File: config.mk
export PLATFORM = sky130hd
export DESIGN_NAME = button_gesture_classifier_core
export DESIGN_NICKNAME = d
export VERILOG_FILES = /design/src/hdl/bgc_pkg.sv /design/src/hdl/bgc_in_reg.sv /design/src/hdl/bgc_core.sv /design/src/hdl/bgc_out_reg.sv /design/src/hdl/button_gesture_classifier_core.sv
export SDC_FILE = /design/constraint.sdc
export NUM_CORES = 1
export LEC_CHECK = 0
export BUFFER_PORTS_ARGS = -buffer_cell sky130_fd_sc_hd__buf_2
export CAP_MARGIN = 15
export CORE_UTILIZATION = 40
export DETAILED_ROUTE_END_ITERATION = 10
export SETUP_SLACK_MARGIN = 0.3
export SLEW_MARGIN = 20
export SYNTH_ARGS = -nofsm -noshare
export SYNTH_HDL_FRONTEND = slang
export SYNTH_SLANG_ARGS = --single-unit
File: constraint.sdc
create_clock -name clk -period 3.5 [get_ports clk]
set_input_delay 0.525 -clock clk [delete_from_list [all_inputs] [get_ports clk]]
set_output_delay 0.525 -clock clk [all_outputs]
set_load 0.02 [all_outputs]
File: src/hdl/bgc_pkg.sv
`timescale 1ns / 1ps
// ----------------------------------------------------------------------------
// bgc_pkg
// Shared types and codes of the button gesture classifier.
// ----------------------------------------------------------------------------
package bgc_pkg;

	localparam int unsigned KEY_W    = 8;
	localparam int unsigned COUNT_W  = 16;
	localparam int unsigned CFG_W    = 16;
	localparam int unsigned CFG_IDX_W = 2;

	// register indexes of the configuration port
	localparam logic [CFG_IDX_W-1:0] REG_SEL_KEY   = 2'd0;
	localparam logic [CFG_IDX_W-1:0] REG_DC_WINDOW = 2'd1;
	localparam logic [CFG_IDX_W-1:0] REG_GRACE     = 2'd2;

	localparam logic [KEY_W-1:0]   SEL_KEY_RST   = 8'd0;
	localparam logic [COUNT_W-1:0] DC_WINDOW_RST = 16'd300;
	localparam logic [COUNT_W-1:0] GRACE_RST     = 16'd2000;

	typedef enum logic {
		KIND_TICK = 1'b0,
		KIND_KEY  = 1'b1
	} kind_t;

	typedef enum logic [1:0] {
		EV_SHORT_UP  = 2'd0,
		EV_LONG_DOWN = 2'd1,
		EV_LONG_UP   = 2'd2,
		EV_OTHER     = 2'd3
	} btn_evt_t;

	typedef enum logic [1:0] {
		ACT_SHORT      = 2'd0,
		ACT_DOUBLE     = 2'd1,
		ACT_LONG_START = 2'd2,
		ACT_LONG_END   = 2'd3
	} action_t;

	typedef struct packed {
		kind_t            kind;
		logic [KEY_W-1:0] btn_code;
		btn_evt_t         btn_evt;
	} item_t;

	typedef struct packed {
		logic    valid;
		action_t action;
	} result_t;

	typedef struct packed {
		logic [KEY_W-1:0]   sel_key;
		logic [COUNT_W-1:0] dc_window;
		logic [COUNT_W-1:0] grace_period;
	} cfg_t;

endpackage

File: src/hdl/bgc_in_reg.sv
`timescale 1ns / 1ps
// ----------------------------------------------------------------------------
// bgc_in_reg
// Input register: captures one word and holds it until the core takes it.
// ----------------------------------------------------------------------------
module bgc_in_reg import bgc_pkg::*; (
	input  logic  clk,
	input  logic  arst_n,
	input  logic  in_valid,
	output logic  in_stall,
	input  item_t item_in,
	input  logic  advance,
	output logic  valid_s1,
	output item_t item_s1
);

	logic accept;

	// take a new word when empty or when the held one moves on this cycle
	assign in_stall = valid_s1 && !advance;
	assign accept   = in_valid && !in_stall;

	always_ff @(posedge clk or negedge arst_n) begin
		if (!arst_n) begin
			valid_s1 <= 1'b0;
		end else if (accept) begin
			valid_s1 <= 1'b1;
		end else if (advance) begin
			valid_s1 <= 1'b0;
		end
	end

	always_ff @(posedge clk) begin
		if (accept) begin
			item_s1 <= item_in;
		end
	end

endmodule

File: src/hdl/bgc_core.sv
`timescale 1ns / 1ps
// ----------------------------------------------------------------------------
// bgc_core
// Gesture state and classification of one tick or key event per cycle in which advance is high.
// ----------------------------------------------------------------------------
module bgc_core import bgc_pkg::*; (
	input  logic    clk,
	input  logic    arst_n,
	input  logic    advance,
	input  item_t   item_s1,
	input  cfg_t    cfg,
	output result_t res
);

	logic               short_pending_q, short_pending_d;
	logic               long_active_q, long_active_d;
	logic [COUNT_W-1:0] window_q, window_d;
	logic [COUNT_W-1:0] since_q, since_d;
	logic               in_grace;

	assign in_grace = since_q < cfg.grace_period;

	always_comb begin
		short_pending_d = short_pending_q;
		long_active_d   = long_active_q;
		window_d        = window_q;
		since_d         = since_q;
		res.valid       = 1'b0;
		res.action      = ACT_SHORT;
		if (item_s1.kind == KIND_TICK) begin
			if (in_grace) begin
				since_d = since_q + 1'b1;
			end
			if (short_pending_q) begin
				// window of zero expires like a window of one
				if (window_q <= COUNT_W'(1)) begin
					window_d        = '0;
					short_pending_d = 1'b0;
					res.valid       = 1'b1;
					res.action      = ACT_SHORT;
				end else begin
					window_d = window_q - 1'b1;
				end
			end
		end else if (!in_grace && item_s1.btn_code == cfg.sel_key) begin
			unique case (item_s1.btn_evt)
				EV_SHORT_UP: begin
					if (!long_active_q) begin
						if (short_pending_q) begin
							short_pending_d = 1'b0;
							window_d        = '0;
							res.valid       = 1'b1;
							res.action      = ACT_DOUBLE;
						end else begin
							short_pending_d = 1'b1;
							window_d        = cfg.dc_window;
						end
					end
				end
				EV_LONG_DOWN: begin
					long_active_d   = 1'b1;
					short_pending_d = 1'b0;
					window_d        = '0;
					res.valid       = 1'b1;
					res.action      = ACT_LONG_START;
				end
				EV_LONG_UP: begin
					if (long_active_q) begin
						long_active_d = 1'b0;
						res.valid     = 1'b1;
						res.action    = ACT_LONG_END;
					end
				end
				default: begin
				end
			endcase
		end
	end

	always_ff @(posedge clk or negedge arst_n) begin
		if (!arst_n) begin
			short_pending_q <= 1'b0;
			long_active_q   <= 1'b0;
			window_q        <= '0;
			since_q         <= '0;
		end else if (advance) begin
			short_pending_q <= short_pending_d;
			long_active_q   <= long_active_d;
			window_q        <= window_d;
			since_q         <= since_d;
		end
	end

endmodule

File: src/hdl/bgc_out_reg.sv
`timescale 1ns / 1ps
// ----------------------------------------------------------------------------
// bgc_out_reg
// Result register: holds one action word until the sink takes it.
// ----------------------------------------------------------------------------
module bgc_out_reg import bgc_pkg::*; (
	input  logic       clk,
	input  logic       arst_n,
	input  logic       advance,
	input  result_t    res,
	output logic       free,
	output logic       out_valid,
	input  logic       out_stall,
	output logic [1:0] action
);

	logic    out_valid_q;
	action_t action_q;

	// free when empty or draining this cycle
	assign free      = !out_valid_q || !out_stall;
	assign out_valid = out_valid_q;
	assign action    = action_q;

	always_ff @(posedge clk or negedge arst_n) begin
		if (!arst_n) begin
			out_valid_q <= 1'b0;
		end else if (free) begin
			out_valid_q <= advance && res.valid;
		end
	end

	always_ff @(posedge clk) begin
		if (advance && res.valid) begin
			action_q <= res.action;
		end
	end

endmodule

File: src/hdl/button_gesture_classifier_core.sv
`timescale 1ns / 1ps
// ----------------------------------------------------------------------------
// button_gesture_classifier_core
// Classifies tick and key-event words into click and long-press actions.
// ----------------------------------------------------------------------------
// Takes one word per cycle (a millisecond tick or a key event) and gives zero
// or one action word for it: short press, double click, long start, long end.
// Each word is held in the input register, is classified against the gesture
// state in one pass, and its action, if any, lands in the result register at
// the edge on which the word moves on, so an action word is offered once its
// input word has passed through both registers, and throughput is one word per
// clock while the sink keeps taking results. A stall on the result side backs up
// into the input once the input register holds a word. Key events are ignored
// until grace_period ticks have been seen since reset. Write the
// configuration registers only while the block is idle.
// ----------------------------------------------------------------------------
module button_gesture_classifier_core import bgc_pkg::*; (
	input  logic                 clk,
	input  logic                 arst_n,
	input  logic                 cfg_we,
	input  logic [CFG_IDX_W-1:0] cfg_index,
	input  logic [CFG_W-1:0]     cfg_data,
	input  logic                 in_valid,
	output logic                 in_stall,
	input  logic                 kind,
	input  logic [KEY_W-1:0]     btn_code,
	input  logic [1:0]           btn_evt,
	output logic                 out_valid,
	input  logic                 out_stall,
	output logic [1:0]           action
);

	cfg_t    cfg_q;
	item_t   item_in;
	item_t   item_s1;
	logic    valid_s1;
	logic    free;
	logic    advance;
	result_t res;

	always_ff @(posedge clk or negedge arst_n) begin
		if (!arst_n) begin
			cfg_q.sel_key      <= SEL_KEY_RST;
			cfg_q.dc_window    <= DC_WINDOW_RST;
			cfg_q.grace_period <= GRACE_RST;
		end else if (cfg_we) begin
			unique case (cfg_index)
				REG_SEL_KEY:   cfg_q.sel_key      <= cfg_data[KEY_W-1:0];
				REG_DC_WINDOW: cfg_q.dc_window    <= cfg_data[COUNT_W-1:0];
				REG_GRACE:     cfg_q.grace_period <= cfg_data[COUNT_W-1:0];
				default: begin
				end
			endcase
		end
	end

	assign item_in.kind     = kind_t'(kind);
	assign item_in.btn_code = btn_code;
	assign item_in.btn_evt  = btn_evt_t'(btn_evt);

	assign advance = valid_s1 && free;

	bgc_in_reg u_in_reg (
		.clk      (clk),
		.arst_n   (arst_n),
		.in_valid (in_valid),
		.in_stall (in_stall),
		.item_in  (item_in),
		.advance  (advance),
		.valid_s1 (valid_s1),
		.item_s1  (item_s1)
	);

	bgc_core u_core (
		.clk     (clk),
		.arst_n  (arst_n),
		.advance (advance),
		.item_s1 (item_s1),
		.cfg     (cfg_q),
		.res     (res)
	);

	bgc_out_reg u_out_reg (
		.clk       (clk),
		.arst_n    (arst_n),
		.advance   (advance),
		.res       (res),
		.free      (free),
		.out_valid (out_valid),
		.out_stall (out_stall),
		.action    (action)
	);

endmodule
; Word level (Yosys, flattened, before mapping)
; Cells that the tools add are included.
[op_classes]
n_addsub = 2
magnitude_cmp = 2
eq_ne = 8
mux = 25
bitwise = 1
reduce_logical = 23
[op_table]
columns = operator, n
row1 = 16-bit 2-to-1 mux, 6
row2 = 16-bit case mux with 2 select lines, 1
row3 = 3-bit 2-to-1 mux, 7
row4 = 16-bit by 1-bit adder with 16-bit output (second input constant), 1
row5 = 16-bit by 1-bit <= comparator with 1-bit output (second input constant), 1
row6 = 16-bit < comparator, 1
row7 = 16-bit by 1-bit subtractor with 16-bit output (second input constant), 1
row8 = 3-bit case mux with 3 select lines, 1
row9 = 8-bit equality test, 1
row10 = 1-bit 2-to-1 mux, 8
row11 = 4-bit AND reduction, 2
row12 = 2-bit AND reduction, 3
row13 = 2-bit nonzero test, 3
row14 = 1-bit logical AND, 5
row15 = 1-bit logical NOT, 5
row16 = 5-bit AND reduction, 1
row17 = 2-bit by 1-bit equality test with 1-bit output (second input constant), 2
row18 = 2-bit equality test (second input constant), 2
row19 = 2-bit logical NOT, 2
row20 = 1-bit case mux with 2 select lines, 2
row21 = 3-bit by 1-bit inequality test with 1-bit output (second input constant), 1
row22 = 3-bit inequality test (second input constant), 1
row23 = 3-bit AND reduction, 1
row24 = 2-bit by 1-bit inequality test with 1-bit output (second input constant), 1
row25 = other kinds (2), 2
[word_totals]
register_bits = 89
in_bits = 34
output_inout_bits = 4
elab_cells = 74

; Logic depth before layout (Yosys ltp)
; Gate-level depths: netlist of run 1.
[depth]
ltp_word = 8
depth_mapped = 10
ltp_nobuf = 8

; Cells and area by module
; From an unflattened synthesis of run 1, not the netlist that was laid out.
[unflattened]
cells_unflattened = 386
area_unflattened_um2 = 4579.4
[by_module_without_submodules]
columns = mod, instances, cells_each, area_each_um2, seq_area_each_um2
row1 = bgc_core, 1, 278, 2543.7, 850.8
row2 = button_gesture_classifier_core, 1, 86, 1544.0, 1013.5
row3 = bgc_in_reg, 1, 16, 387.9, 355.3
row4 = bgc_out_reg, 1, 6, 103.8, 85.1

; Least setup slack after synthesis of run 1
; No wires, ideal clock.
[synth_path]
path_type = reg2reg
from = register cfg_q[10] in the netlist's numbering
to = register u_out_reg.action_q[0], in the netlist u_out_reg.action[0] (enable)
setup_ps = 316
arrival_time_ps = 2259
required_ps = 3184
setup_slack_ps = 925
stages_incl_launch_ff = 9
n_path_buf = 0
synth_period_minus_slack_ps = 2575
path_cell_list = dfstp_2 > inv_1 > ha_1 > and4_1 > o211ai_1 > o32a_1 > and3_4 > or4_1 > a21oi_1
[synth_via]
elab_chain_len = 6
[synth_lines]
columns = item, line
row1 = "start, declared", button_gesture_classifier_core.sv:33  ; cfg_t cfg_q;
row2 = 16-bit < comparator, bgc_core.sv:21  ; assign in_grace = since_q < cfg.grace_period;
row3 = 1-bit logical NOT, bgc_core.sv:45  ; end else if (!in_grace && item_s1.btn_code == cfg.sel_key) begin
row4 = 1-bit logical AND, bgc_core.sv:45
row5 = 3-bit 2-to-1 mux, bgc_core.sv:45
row6 = 3-bit 2-to-1 mux, bgc_core.sv:30  ; if (item_s1.kind == KIND_TICK) begin
row7 = 1-bit logical AND, bgc_out_reg.sv:34  ; if (advance && res.valid) begin
row8 = "end signal, assigned", bgc_out_reg.sv:35  ; action_q <= res.action;
row9 = "end, declared", bgc_out_reg.sv:18  ; action_t action_q;
; Every way passes these cells.
; A chain may end at the register's enable or synchronous reset.

; Worst setup path in the final report of run 1
; Same ends and word-level chain as after synthesis.

==> results.ini, run 1 <==
[detailed_routing]
detail_route.first_pass.iterations=4
drt_iter0_drc=115
drc=0
drt-vias-per-instance=5.47
routed-via-count=3124
wl_per_cell_um=16.6
ant_nets=0
routed_wl_um=9460

[setup_path]
rrSetupSlack_ns=0.75
start_kind=register
end_kind=register
reg2reg_to=u_out_reg.action[0]$_SDFFCE_PN0P_
cp.required_ns=3.54
rr_startpoint=cfg_q[10]$_DFFE_PN1P_
r2r_cells=8
critPathKind=reg -> reg
worst-path-max-fanout=5
arrival_ns=2.79

[synth]
ys_async_sr_fraction=0.854
synth_compound_area_frac=0.110
synth.net_count=444
synthesis.area_mm2=0.00453
ys_seq_area_frac=0.509
syn_inst=388
ys_ff_latch=89
ys.flop_type=dfrtp_1
synthXorXnorAreaFrac=0.0445
synth-edff-count=13
synth_top_family_by_area=simple AND/OR/NAND/NOR gates
synthAdderAreaFrac=0.0608
synth_simple_gate_area_frac=0.133
avgSynthCellArea_um2=11.7
yosysWarnings=0
synth_mux_area_frac=0.109
yosysUniqueCellTypes=55

[sta]
tightest_slew_ns=0.984
finalCritPeriodShare=0.787
rsz0062_at_grt=false
fmax_mhz=363
setup-tns-final_ns=0
slew_viol_final=0
setup_viol=0
fin_worst_skew_ns=0.00529
slew_headroom=0.344
finalHoldViolCount=0
finalCriticalPeriod_ns=2.75
hold_slack_ns=0.329

[placed_design]
gp_congestion=0.826
io_buffer_count=37
place_hpwl_um=6810

[pwr]
cellPowerDensity_mw_per_mm2=669
fin_total_pwr_mw=3.48
p_leak_nw=2.26
peakVddDrop_uv=254

[clocking]
path_clk_slew_ns=0.06
cts.sinks=89
hold_buffers=0
root_buffer=clkbuf_16
insertion_delay_ns=0.34
cts_buffers=9
h-tree-depth=3
post_cts_buffers=0
cts_resized=0
cts_tree=built
clock_path_buffers=2

[finish]
drive_gt1_frac=0.269
insertedDiodeCount=0
final_common_cell=dfrtp_1
final_nets=482
final_cell_mix=dfrtp_1 (66), mux2_2 (40), buf_2 (36)
area_growth_pct=14.6

[worst_hold_path]
hold_path_class=in -> async

[global_route]
grt_max_degree=77
antenna_found_initial=0
grt_overflow=0
grt_pass1_wl_um=15900
grt_pass1_vias=3170
gr-usage-all-layers=0.179

[die]
die-area_mm2=0.0118
ios=38
coreArea_mm2=0.0109
num_rows=38
fp.dieH_um=108
die_w_um=108
start_util=0.414

[run]
drv_cap=0

[status]
status=finished, final reports clean

power breakdown:
group          internal, mW  switching, mW
registers              1.27          0.192
clock network         0.666          0.394
logic                 0.417          0.531
final cells by class:
cell class | count | area (um^2)
clock inverter | 5 | 77.6
timing repair buffer | 41 | 218
sequential | 89 | 2300
fill | 993 | 5740
clock buffer | 11 | 254
tap | 140 | 175
inverter | 23 | 86.3
multi-input combinational | 262 | 2080
metrics by stage:
| stage | area [um^2] | instances | worst slack, ns | util |
|---|---|---|---|---|
| 4_1_cts | 5190 | 571 | 0.755 | 0.475 |
| 2_1_floorplan | 4530 | 388 | 0.925 | - |
| 3_3_place_gp | 4860 | 555 | 0.829 | 0.444 |
| 5_1_grt | 5190 | 571 | 0.675 | 0.475 |
| 3_5_place_dp | 4860 | 555 | 0.772 | 0.444 |
| 6_report | 5190 | 571 | 0.747 | 0.475 |
critical path: stages, from the launching register on:
cell and delay [ns]:
dfstp_2 0.53, inv_1 0.04, ha_1 0.28, and4_1 0.24, o211ai_1 0.10, o32a_1 0.33, and3_4 0.21, or4_1 0.51
a21oi_1 0.22
state kept, by name (all words and copies together) (netlist names):
register / flops
u_out_reg.out_valid: 1
u_in_reg.valid_s1: 1
cfg_q: 40
u_out_reg.action: 2
u_core.window_q: 16
u_core.short_pending_q: 1
u_core.since_q: 16
u_in_reg.item_s1: 11
u_core.long_active_q: 1
kinds of logic (layout without fill, tap and decap cells):
group / after synthesis / count (layout)
AO/OA/AOI/OAI: 65 / 65
XOR/XNOR: 23 / 23
adder cells (fa/ha/maj): 22 / 22
buffers and inverters: 37 / 80
flip-flops: 89 / 89
multiplexers: 44 / 44
AND/OR/NAND/NOR: 108 / 108
worst max-delay path by stage:
| stage | to | slack, ns | from | depth (start not counted) |
|---|---|---|---|---|
| after floorplan | u_out_reg.action[0]$_SDFFCE_PN0P_ | 0.93 | cfg_q[10]$_DFFE_PN1P_ | 8 |
| after global placement | u_out_reg.action[0]$_SDFFCE_PN0P_ | 0.83 | cfg_q[10]$_DFFE_PN1P_ | 8 |
| after detailed placement | u_out_reg.action[1]$_SDFFCE_PN0P_ | 0.77 | cfg_q[10]$_DFFE_PN1P_ | 8 |
| after CTS | u_out_reg.action[0]$_SDFFCE_PN0P_ | 0.75 | cfg_q[10]$_DFFE_PN1P_ | 8 |
| after global routing | u_out_reg.action[0]$_SDFFCE_PN0P_ | 0.67 | cfg_q[10]$_DFFE_PN1P_ | 8 |
| final | u_out_reg.action[0]$_SDFFCE_PN0P_ | 0.75 | cfg_q[10]$_DFFE_PN1P_ | 8 |
synthesized netlist by cell type (all sizes together) (2+ instances only):
master / n / area, um^2
dfrtp: 66 / 1650
mux2: 41 / 462
inv: 23 / 86.3
ha: 22 / 275
nand2: 19 / 76.3
nand3: 19 / 95.1
nor2: 16 / 60.1
nand4: 14 / 87.6
o2bb2ai: 14 / 123
xnor2: 14 / 123
edfxtp: 13 / 390
a21oi: 10 / 50.1
dfstp: 10 / 263
clkbuf: 9 / 33.8
xor2: 9 / 78.8
a22oi: 7 / 52.6
and3: 7 / 48.8
a32oi: 6 / 52.6
o21ai: 6 / 30.0
and2: 5 / 31.3
and4: 5 / 43.8
buf: 5 / 33.8
nand2b: 4 / 25.0
nor3: 4 / 20.0
nor4: 4 / 31.3
o211ai: 4 / 30.0
mux2i: 3 / 30.0
nand3b: 3 / 22.5
nor2b: 3 / 18.8
nor3b: 3 / 27.5
o31ai: 3 / 22.5
a21o: 2 / 15.0
layer usage:
layer	wire length, um	GRT usage	vias to the layer above
met4	159	0.0647	0
li1	-	-	1513
met1	4410	0.234	1551
met5	0	0	-
met2	4670	0.292	43
met3	220	0.0356	17
(Power assumes the default switching activity.)
==> run 2, diff against run 1 <==
- clock period: 3.5 -> 2.6 ns (I/O delays scaled with it)
==> results.ini, run 2 (synthesized netlist as in run 1, its figures left out) <==
[status]
status=finished, final reports clean

[setup_path]
arrival_ns=2.57  ; -0.22 ns
cpMaxStageDelayCell=dfstp_2
cp_slowest_stage_delay_ns=0.54  ; about the same
critPathTopFamily=simple AND/OR/NAND/NOR gates
critPathBufInv=1  ; unchanged
start_kind=register
worst-path-max-fanout=2  ; -3
critPathKind=reg -> reg
crit_chain=inv_2, ha_4, and4_4, o211ai_1, o32a_1, and3_4, or4_4, a21oi_4
end_kind=register
cp.required_ns=2.66  ; -0.88 ns

[finish]
largest_register_ffs=40  ; unchanged
largestRegisters=cfg_q: 40 flops, u_core.since_q: 16 flops, u_core.window_q: 16 flops
area_growth_pct=25.1
fill_cells=956  ; -3.7%
insertedDiodeCount=0  ; unchanged
final_cell_mix=dfrtp_1 (66), mux2_2 (40), buf_2 (36)
drive_gt1_frac=0.391  ; +0.122
final_common_cell=dfrtp_1
final_nets=501  ; +3.9%
largest_register=cfg_q

[sta]
finalHoldViolCount=0  ; unchanged
fmax_mhz=398  ; +9.4%
setup_viol=0  ; unchanged
slew_headroom=0.465  ; +0.121
worst_slack_ns=0.0845  ; -0.662 ns
fin_worst_skew_ns=0.00913  ; +0.00384 ns
tightest_slew_ns=0.800  ; -0.184 ns
finalCriticalPeriod_ns=2.52  ; -0.238 ns
rsz0062_at_grt=true
finalCritPeriodShare=0.967  ; +0.181
setup-tns-final_ns=0  ; unchanged
slew_viol_final=0  ; unchanged

[global_route]
grt_pass1_vias=3345  ; +5.5%
grt_pass1_wl_um=17100  ; +7.6%
grt_overflow=0  ; unchanged
grt_max_degree=77  ; unchanged
gr-usage-all-layers=0.192  ; +0.0133
antenna_found_initial=0  ; unchanged

[placed_design]
place_hpwl_um=6890  ; +1.1%
io_buffer_count=37  ; unchanged
gp_congestion=0.814  ; -1.4%
place_ws_ns=0.00783  ; -0.764 ns

[die]
coreArea_mm2=0.0109  ; unchanged
start_util=0.414  ; unchanged
num_rows=38  ; unchanged
die_w_um=108  ; unchanged
fp.dieH_um=108  ; unchanged
die-area_mm2=0.0118  ; unchanged
ios=38  ; unchanged

[detailed_routing]
routed_wl_um=10100  ; +6.5%
wl_per_cell_um=17.1  ; +3.1%
detail_route.first_pass.iterations=4  ; unchanged
routed-via-count=3232  ; +3.5%
drt-vias-per-instance=5.48  ; +0.13%
drc=0  ; unchanged
ant_nets=0  ; unchanged
drt_iter0_drc=127  ; +10%

[clocking]
root_buffer=clkbuf_16
cts.sinks=89  ; unchanged
cts_buffers=9  ; unchanged
path_clk_slew_ns=0.07  ; about the same
clock_path_buffers=2  ; unchanged
h-tree-depth=3  ; unchanged
cts_tree=built
insertion_delay_ns=0.34  ; about the same

[run]
drv_cap=0  ; unchanged

[pwr]
p_leak_nw=2.42  ; +7.0%
peakVddDrop_uv=441  ; +73%
cellPowerDensity_mw_per_mm2=853  ; +27%

[worst_hold_path]
hold_path_class=in -> reg

run 2: cell types whose count changed in the layout (fill, tap and decap cells not counted), moves of 3 or more:
cell / before / now
nand3_2: 0 / 13
ha_4: 0 / 3
o2bb2ai_1: 14 / 6
ha_1: 22 / 19
inv_1: 23 / 20
nand3_1: 19 / 5
buf_4: 5 / 14
o2bb2ai_2: 0 / 7
inv_2: 0 / 3
buf_6: 0 / 5
run 2: final timing paths:
| check | startpoint | to | slack (ns) | cells after the start |
|---|---|---|---|---|
| min reg2reg | u_core.since_q[15]$_DFFE_PN0P_ | u_core.since_q[15]$_DFFE_PN0P_ | 0.47 | 1 |
| min in group asynchronous | arst_n | u_in_reg.valid_s1$_DFFE_PN0P_ | 0.46 | 2 |
| max | cfg_q[9]$_DFFE_PN1P_ | u_out_reg.action[0]$_SDFFCE_PN0P_ | 0.08 | 8 |
| max reg2reg | cfg_q[9]$_DFFE_PN1P_ | u_out_reg.action[0]$_SDFFCE_PN0P_ | 0.08 | 8 |
| min | btn_evt[1] | u_in_reg.item_s1[1]$_DFFE_PP_ | 0.22 | 1 |
| max in group asynchronous | arst_n | cfg_q[4]$_DFFE_PN1P_ | 1.51 | 3 |
run 2: worst reg2reg max path: stages (launching register included):
cell      delay [ns]
dfstp_2         0.54
inv_2           0.04
ha_4            0.25
and4_4          0.21
o211ai_1        0.08
o32a_1          0.33
and3_4          0.20
or4_4           0.43
a21oi_4         0.15
run 2: report_power, final:
group	leakage (nW)	switching (mW)	internal, mW	total [mW]
registers	1.06	0.244	1.72	1.96
logic	1.22	0.876	0.722	1.60
clock network	0.136	0.538	0.738	1.28
total	2.42	1.66	3.18	4.83
run 2: area by class of cell:
cell class                 count  area, um^2  area share
clock buffer                  10         229      0.0404
clock inverter                 6        58.8      0.0104
inverter                      23        86.3      0.0152
multi-input combinational    263        2390       0.421
sequential                    89        2300       0.407
tap                          140         175      0.0309
timing repair buffer          59         427      0.0753
run 2: timing repair:
| action | CTS | global route |
|---|---|---|
| hold buffers | 0 | 1 |
| hold endpoints to repair | 0 | 16 |
| cloned | 3 | 0 |
| gates resized for setup | 39 | 19 |
| setup endpoints to repair | 38 | 39 |
| buffers inserted | 4 | 0 |
| pin swaps | 19 | 7 |
run 2: routing by layer:
metal / GRT usage / routed length (um)
met1: 0.253 / 4680
met2: 0.310 / 4940
met3: 0.0247 / 194
met4: 0.0936 / 261
met5: 0 / 0
run 2: per-stage QoR:
stage                     std cells  instance area (um^2)  total power, mW   util  hold slack [ns]
after floorplan                 388                  4540             2.91      -           0.0944
after global placement          565                  4950             3.31  0.453            0.465
after detailed placement        565                  4950             3.35  0.453            0.473
after CTS                       588                  5520             4.76  0.505            0.210
after global routing            590                  5670             5.12  0.518            0.213
final                           590                  5670             4.83  0.518            0.220
